--- src/design/smx_pkg.sv ---
// shared constants, opcode and error codes, stack tables and types of the stack machine
package smx_pkg;

    // sizes of the machine
    localparam int PROGRAM_WORDS = 4096;
    localparam int DATA_WORDS    = 1024;
    localparam int STACK_DEPTH   = 256;

    localparam int WORD_W = 32;
    localparam int OP_W   = 6;
    localparam int NPC_W  = 12;
    localparam int ERR_W  = 3;
    localparam int CFG_W  = 12;
    localparam int PC_W   = $clog2(PROGRAM_WORDS);
    localparam int DA_W   = $clog2(DATA_WORDS);
    localparam int SA_W   = $clog2(STACK_DEPTH);
    localparam int SP_W   = $clog2(STACK_DEPTH + 1);

    // stream payload widths, padded to whole bytes
    localparam int IN_W  = 72;
    localparam int OUT_W = 56;

    // opcodes
    localparam logic [OP_W-1:0] OP_NOP    = 6'd0;
    localparam logic [OP_W-1:0] OP_ASSGN  = 6'd1;
    localparam logic [OP_W-1:0] OP_ADD    = 6'd2;
    localparam logic [OP_W-1:0] OP_SUB    = 6'd3;
    localparam logic [OP_W-1:0] OP_MUL    = 6'd4;
    localparam logic [OP_W-1:0] OP_DIV    = 6'd5;
    localparam logic [OP_W-1:0] OP_MOD    = 6'd6;
    localparam logic [OP_W-1:0] OP_CSIGN  = 6'd7;
    localparam logic [OP_W-1:0] OP_AND    = 6'd8;
    localparam logic [OP_W-1:0] OP_OR     = 6'd9;
    localparam logic [OP_W-1:0] OP_NOT    = 6'd10;
    localparam logic [OP_W-1:0] OP_COMP   = 6'd11;
    localparam logic [OP_W-1:0] OP_COPY   = 6'd12;
    localparam logic [OP_W-1:0] OP_PUSH   = 6'd13;
    localparam logic [OP_W-1:0] OP_PUSHI  = 6'd14;
    localparam logic [OP_W-1:0] OP_REMOVE = 6'd15;
    localparam logic [OP_W-1:0] OP_POP    = 6'd16;
    localparam logic [OP_W-1:0] OP_INC    = 6'd17;
    localparam logic [OP_W-1:0] OP_DEC    = 6'd18;
    localparam logic [OP_W-1:0] OP_SETFR  = 6'd19;
    localparam logic [OP_W-1:0] OP_INCFR  = 6'd20;
    localparam logic [OP_W-1:0] OP_DECFR  = 6'd21;
    localparam logic [OP_W-1:0] OP_JUMP   = 6'd22;
    localparam logic [OP_W-1:0] OP_BLT    = 6'd23;
    localparam logic [OP_W-1:0] OP_BLE    = 6'd24;
    localparam logic [OP_W-1:0] OP_BEQ    = 6'd25;
    localparam logic [OP_W-1:0] OP_BNE    = 6'd26;
    localparam logic [OP_W-1:0] OP_BGE    = 6'd27;
    localparam logic [OP_W-1:0] OP_BGT    = 6'd28;
    localparam logic [OP_W-1:0] OP_CALL   = 6'd29;
    localparam logic [OP_W-1:0] OP_RET    = 6'd30;
    localparam logic [OP_W-1:0] OP_HALT   = 6'd31;
    localparam logic [OP_W-1:0] OP_INPUT  = 6'd32;
    localparam logic [OP_W-1:0] OP_OUTPUT = 6'd33;

    // error codes
    localparam logic [ERR_W-1:0] ERR_NONE  = 3'd0;
    localparam logic [ERR_W-1:0] ERR_UNDER = 3'd1;
    localparam logic [ERR_W-1:0] ERR_OVER  = 3'd2;
    localparam logic [ERR_W-1:0] ERR_DIVZ  = 3'd3;
    localparam logic [ERR_W-1:0] ERR_ADDR  = 3'd4;

    // sequencer states
    typedef enum logic [2:0] {
        S_IDLE = 3'b001,
        S_EX   = 3'b010,
        S_DIV  = 3'b100
    } t_state;

    // divider request and response
    typedef struct packed {
        logic              start;
        logic [WORD_W-1:0] dividend;
        logic [WORD_W-1:0] divisor;
    } t_div_req;

    typedef struct packed {
        logic              busy;
        logic [WORD_W-1:0] quo;
        logic [WORD_W-1:0] rem;
    } t_div_rsp;

    // words popped by each opcode
    function automatic logic [1:0] pops_of(input logic [OP_W-1:0] op);
        case (op)
            OP_ASSGN, OP_ADD, OP_SUB, OP_MUL, OP_DIV, OP_MOD,
            OP_AND, OP_OR, OP_COMP: pops_of = 2'd2;
            OP_CSIGN, OP_NOT, OP_COPY, OP_REMOVE, OP_POP, OP_INC, OP_DEC,
            OP_BLT, OP_BLE, OP_BEQ, OP_BNE, OP_BGE, OP_BGT,
            OP_RET, OP_INPUT, OP_OUTPUT: pops_of = 2'd1;
            default: pops_of = 2'd0;
        endcase
    endfunction

    // words pushed by each opcode
    function automatic logic [1:0] push_of(input logic [OP_W-1:0] op);
        case (op)
            OP_COPY: push_of = 2'd2;
            OP_ASSGN, OP_ADD, OP_SUB, OP_MUL, OP_DIV, OP_MOD, OP_CSIGN,
            OP_AND, OP_OR, OP_NOT, OP_COMP, OP_PUSH, OP_PUSHI,
            OP_INC, OP_DEC, OP_CALL: push_of = 2'd1;
            default: push_of = 2'd0;
        endcase
    endfunction

endpackage

--- src/design/smx_div.sv ---
// signed iterative divider, one quotient bit a cycle, truncating towards zero
module smx_div (
    input  logic              i_clk,
    input  logic              i_rst_n,
    input  smx_pkg::t_div_req i_req,
    output smx_pkg::t_div_rsp o_rsp
);

    localparam int W  = smx_pkg::WORD_W;
    localparam int CW = $clog2(W);

    logic          r_busy;
    logic [CW-1:0] r_cnt;
    logic [W:0]    r_rem;
    logic [W-1:0]  r_quo;
    logic [W-1:0]  r_den;
    logic          r_neg_q;
    logic          r_neg_r;

    logic [W:0]    rem_sh;
    logic [W:0]    diff;

    // trial subtraction of one step
    assign rem_sh = {r_rem[W-1:0], r_quo[W-1]};
    assign diff   = rem_sh - {1'b0, r_den};

    always_ff @(posedge i_clk) begin
        if (!i_rst_n) begin
            r_busy <= 1'b0;
        end else if (i_req.start) begin
            r_busy  <= 1'b1;
            r_cnt   <= '0;
            r_rem   <= '0;
            r_quo   <= i_req.dividend[W-1] ? (~i_req.dividend + 1'b1) : i_req.dividend;
            r_den   <= i_req.divisor[W-1] ? (~i_req.divisor + 1'b1) : i_req.divisor;
            r_neg_q <= i_req.dividend[W-1] ^ i_req.divisor[W-1];
            r_neg_r <= i_req.dividend[W-1];
        end else if (r_busy) begin
            if (!diff[W]) begin
                r_rem <= diff;
                r_quo <= {r_quo[W-2:0], 1'b1};
            end else begin
                r_rem <= rem_sh;
                r_quo <= {r_quo[W-2:0], 1'b0};
            end
            r_cnt <= r_cnt + 1'b1;
            if (r_cnt == CW'(W - 1)) begin
                r_busy <= 1'b0;
            end
        end
    end

    // sign correction of the magnitudes
    assign o_rsp.busy = r_busy;
    assign o_rsp.quo  = r_neg_q ? (~r_quo + 1'b1) : r_quo;
    assign o_rsp.rem  = r_neg_r ? (~r_rem[W-1:0] + 1'b1) : r_rem[W-1:0];

endmodule

--- config.mk ---
export PLATFORM = sky130hd
export DESIGN_NAME = smx_div
export DESIGN_NICKNAME = d
export VERILOG_FILES = /design/src/design/smx_pkg.sv /design/src/design/smx_div.sv
export SDC_FILE = /design/constraint.sdc
export NUM_CORES = 1
export LEC_CHECK = 0
export ABC_AREA = 0
export BUFFER_PORTS_ARGS = -buffer_cell sky130_fd_sc_hd__buf_2
export CAP_MARGIN = 15
export CORE_ASPECT_RATIO = 1.2
export CORE_MARGIN = 2
export CORE_UTILIZATION = 30
export CTS_CLUSTER_SIZE = 12
export DETAILED_ROUTE_END_ITERATION = 12
export SYNTH_ARGS = -nofsm -noshare
export SYNTH_HDL_FRONTEND = slang
export SYNTH_SLANG_ARGS = --single-unit
export TNS_END_PERCENT = 30
--- constraint.sdc ---
create_clock -name i_clk -period 4.2 [get_ports i_clk]
set_input_delay 0.21 -clock i_clk [delete_from_list [all_inputs] [get_ports i_clk]]
set_output_delay 0.21 -clock i_clk [all_outputs]
set_load 0.02 [all_outputs]
## After elaboration in Yosys (flattened, before gate mapping)

Index checks and enable logic that the tools add are counted.

| operators by class | value |
|---|---|
| add/sub/neg operators | 6 |
| muxes and demuxes | 13 |
| equal/unequal tests | 1 |
| bitwise operators | 5 |
| reduce and logical (&&, ||, !) cells | 3 |

Operator list:

| cell | number |
|---|---|
| $mux 32 | 7 |
| $add 32x1->32 const B | 4 |
| $not 32->32 | 4 |
| $sub 33x32->33 | 1 |
| $mux 31 | 1 |
| $add 5x1->5 const B | 1 |
| $eq 5x5->1 const B | 1 |
| $mux 5 | 1 |
| $mux 1 | 4 |
| $reduce_and 2->1 | 2 |
| $reduce_bool 2->1 | 1 |
| $xor 1x1->1 | 1 |

| storage, ports and cells | value |
|---|---|
| output and inout port bits | 65 |
| bits in registers | 104 |
| logic and storage cells | 36 |

## Longest topological paths before layout

| depth | value |
|---|---|
| depth after elaboration | 4 |
| gate-level depth with buffers | 13 |
| depth with buffers taken out | 12 |

## Worst setup path before layout

Ideal clock, no wire load.

| timing | value |
|---|---|
| kind | register to register |
| start point | register r_rem[25] |
| end point | register r_rem[29] (data pin) |
| clock period less this slack | 3.428 ns |
| cell stages (with the launch flop) | 12 |
| arrival time | 3.281 ns |
| slack | 0.772 ns |
| setup time | 0.147 ns |
| cell sequence | edfxtp_1 ha_1 clkbuf_1 a21o_1 a31oi_1 o21ai_1 a221o_1 mux2_2 a31oi_1 or3b_2 or4b_1 a21oi_1 |

| between the ends | value |
|---|---|
| word-level cells in the longest chain between the ends | 3 |

RTL lines:

| item | RTL line | RTL |
|---|---|---|
| from (decl) | smx_div.sv:14 | `logic [W:0] r_rem;` |
| from (signal assigned) | smx_div.sv:40 | `r_rem <= diff;` |
| from (signal assigned) | smx_div.sv:43 | `r_rem <= rem_sh;` |
| $sub 33x32->33 | smx_div.sv:25 | `assign diff = rem_sh - {1'b0, r_den};` |
| $mux 32 | smx_div.sv:39 | `if (!diff[W]) begin` |
| $mux 32 | smx_div.sv:38 | `end else if (r_busy) begin` |

No other way between the ends. The select of a mux whose other input is x is not followed.
A chain may end at the register's enable or synchronous reset.

==> flow_summary.json <==
{
  "min_from": "i_req[0]",
  "num-fill-cells": 2840,
  "vias_per_cell": 5.006,
  "placed_area_sq_um": 9448,
  "htree_levels": 3,
  "syn-cell-area_sq_um": 8402,
  "rr_startpoint": "r_rem[25]",
  "fmax_mhz": 248.7,
  "place_congestion": 0.8735,
  "synth_nets": 1022,
  "hold_path.class": "input pin to flip-flop",
  "rsz0062_at_grt": "true",
  "maxSlewHeadroom_pct": 31.55,
  "ys.flop_type": "edfxtp_1",
  "ys_seq_elements": 104,
  "synth_edf_count": 103,
  "remaining_drc_errors": 0,
  "pre_cts_ws_ns": 0.3651,
  "grt_max_degree": 52,
  "dieArea_sq_um": 29370,
  "ctsLongestPathBuffers": 2,
  "ys_types": 60,
  "final_cell_mix": "buf_2 (131), edfxtp_1 (103), xnor2_1 (98)",
  "synthMuxAreaShare_pct": 3.797,
  "num_vias": 7059,
  "startpoint_type": "flip-flop",
  "die_w_um": 156.8,
  "worst_slack_ns": 0.1791,
  "hold_path_end": "r_den[0]",
  "drv_slew": 0,
  "grt_pass1_vias": 6941,
  "die_h_um": 187.3,
  "r2r_slack_ns": 0.31,
  "crit_type": "flip-flop to output port",
  "timing.hold.ws_ns": 0.1009,
  "drt_iter0_drc": 458,
  "wire_per_inst_um": 15.57,
  "syn_to_final_growth_pct": 16.01,
  "endpoint_kind": "output port",
  "antenna_found_initial": 4,
  "tightestPinTransition_ns": 1.027,
  "layout.nets": 1131,
  "grt_pass1_wl_mm": 35.00,
  "synth_xor_area_share_pct": 15.01,
  "numCtsBuffers": 9,
  "status": "finished, final reports clean",
  "final_cell_area_sq_um": 9747,
  "min_path_cells": 1,
  "vdd_drop_max_mv": 0.1863,
  "final_hold_viol_count": 0,
  "leakage_nw": 3.746,
  "drt_wl_total_mm": 21.95,
  "powerDensity_nw_per_um2": 345.6,
  "maxCapViolations": 0,
  "synth_compound_area_share_pct": 17.65,
  "ys_warn_count": 0,
  "yosys.area_share.adder_pct": 5.897,
  "regToRegEndpoint": "r_rem[29]",
  "synth_top_family_by_area": "compound AO/OA/AOI/OAI gates",
  "overflow": 0,
  "async_flop_share_pct": 0,
  "buffer_ports.inserted": 131,
  "clk_pin_slew_ns": 0.08,
  "synth_cells": 916,
  "drt_pre_antenna_iters": 5,
  "fin_crit_sh_pct": 95.74,
  "yosysSeqAreaShare_pct": 37.05,
  "io_pins": 132,
  "synth_area_per_cell_sq_um": 9.172,
  "reg2reg_depth": 10,
  "core.rowCount": 67,
  "clock_latency_ns": 0.37,
  "required_ns": 3.99,
  "yosys.area_share.simple_pct": 16.55,
  "drt.antenna.violating_nets": 0,
  "setup_viol": 0,
  "core_sq_um": 27750,
  "root_buffer": "clkbuf_16",
  "start_util_pct": 30.28,
  "post-route-min-period_ns": 4.021,
  "finClkSkew_ns": 0.01710,
  "layout_commonest_cell": "buf_2",
  "hpwl_mm": 17.13,
  "arrival_ns": 3.81,
  "worstPathMaxFanout": 4,
  "cts_tree": "built",
  "cts_sinks": 104,
  "grt_use_total_pct": 14.97,
  "drive_above_1_share_pct": 17.57
}
-- metal layers --
| layer | vias up | GRT usage (%) | share of wire, % |
|---|---|---|---|
| met3 | 33 | 3.197 | 5.6 |
| met5 | - | 0 | 0.17 |
| li1 | 3544 | - | - |
| met1 | 3275 | 18.57 | 44 |
| met4 | 6 | 5.363 | 2.4 |
| met2 | 201 | 25.42 | 48 |
-- through the flow --
step,TNS [ns],power (mW),util (%),std cells
after floorplan,0,2.217,-,916
after global placement,0,2.566,34.05,1393
after detailed placement,0,2.572,34.05,1393
after CTS,0,3.393,35.06,1409
after global routing,-0.09490,3.573,35.12,1409
final,0,3.368,35.13,1410
-- flip-flops by register name (all words and copies together), names as in the netlist --
register  count
r_busy        1
r_cnt         5
r_neg_r       1
r_den        32
r_quo        32
r_neg_q       1
r_rem        32
-- how the worst max path moves through the flow --
| stage | from | slack, ns | depth (start not counted) | to |
|---|---|---|---|---|
| after floorplan | r_rem[25] | 0.77 | 11 | r_rem[29] |
| after global routing | r_quo[4] | -0.03 | 9 | o_rsp[62] |
| final | r_quo[4] | 0.18 | 9 | o_rsp[63] |
| after detailed placement | r_rem[25] | 0.37 | 10 | r_rem[29] |
| after CTS | r_quo[4] | 0.1 | 9 | o_rsp[60] |
| after global placement | r_rem[25] | 0.43 | 10 | r_rem[29] |
-- repair_timing --
| action | in CTS | in global routing |
|---|---|---|
| setup endpoints to repair | 0 | 4 |
| hold buffers | 0 | 0 |
| resized for setup | 0 | 3 |
| buffers inserted | 0 | 0 |
-- worst max-delay path, cell delays in order (launching register included) --
cell and delay [ns]:
edfxtp_1 0.45, or3_1 0.44, nor3_2 0.21, nand3_1 0.19, or4_1 0.53, or4_1 0.48
or4_1 0.51, o31ai_1 0.29, xnor2_1 0.16, buf_2 0.19
-- final cells by class --
type	count	area [sq um]	area share (%)
Clock buffer	10	229.0	2.349
Tap cell	379	474.2	4.865
Sequential cell	104	3113	31.94
Inverter	45	168.9	1.733
Multi-Input combinational cell	725	4972	51.01
Antenna cell	1	2.502	0.02567
Timing Repair Buffer	140	735.7	7.548
Clock inverter	6	51.30	0.5263
-- where the power goes --
| part | internal (mW) | switching (mW) |
|---|---|---|
| clock network | 0.411 | 0.403 |
| logic | 0.488 | 0.704 |
| registers | 1.26 | 0.101 |
| total | 2.16 | 1.21 |
-- cells by family after synthesis --
logic type / Yosys count
and+or+nand+nor: 279
AOI/OAI and AO/OA: 232
buffers and inverters: 87
adders and majority gates: 39
DFF: 104
xor gates and xnor gates: 144
muxes: 31
-- cells in the mapped netlist, types with 3 or more instances --
cell / count / share of area [%]
or2_2: 4 / 0.30
a21oi_1: 62 / 3.7
buf_1: 4 / 0.18
or4_1: 21 / 1.9
nand3_1: 14 / 0.83
o21bai_1: 4 / 0.36
xor2_1: 46 / 4.8
mux2i_1: 24 / 2.9
xnor2_1: 98 / 10
nand2b_1: 13 / 0.97
o31ai_1: 36 / 3.2
o21ai_1: 3 / 0.18
inv_1: 45 / 2.0
o211ai_1: 4 / 0.36
o41ai_1: 11 / 1.1
clkbuf_1: 33 / 1.5
a21boi_0: 4 / 0.36
o21ai_0: 60 / 3.6
or3_1: 24 / 1.8
buf_4: 3 / 0.27
mux2_2: 7 / 0.94
nor4_1: 6 / 0.45
and3_1: 3 / 0.22
nand2_1: 76 / 3.4
nand4_1: 4 / 0.30
nand3b_1: 3 / 0.27
nor2_1: 79 / 3.5
a31oi_1: 4 / 0.30
a211oi_1: 9 / 0.80
nor3_1: 12 / 0.71
edfxtp_1: 103 / 37
o21a_1: 3 / 0.27
ha_1: 38 / 5.7
a21o_1: 17 / 1.5
nor2b_1: 6 / 0.45
a31o_2: 4 / 0.42
Power figures use the tool's default switching activity.
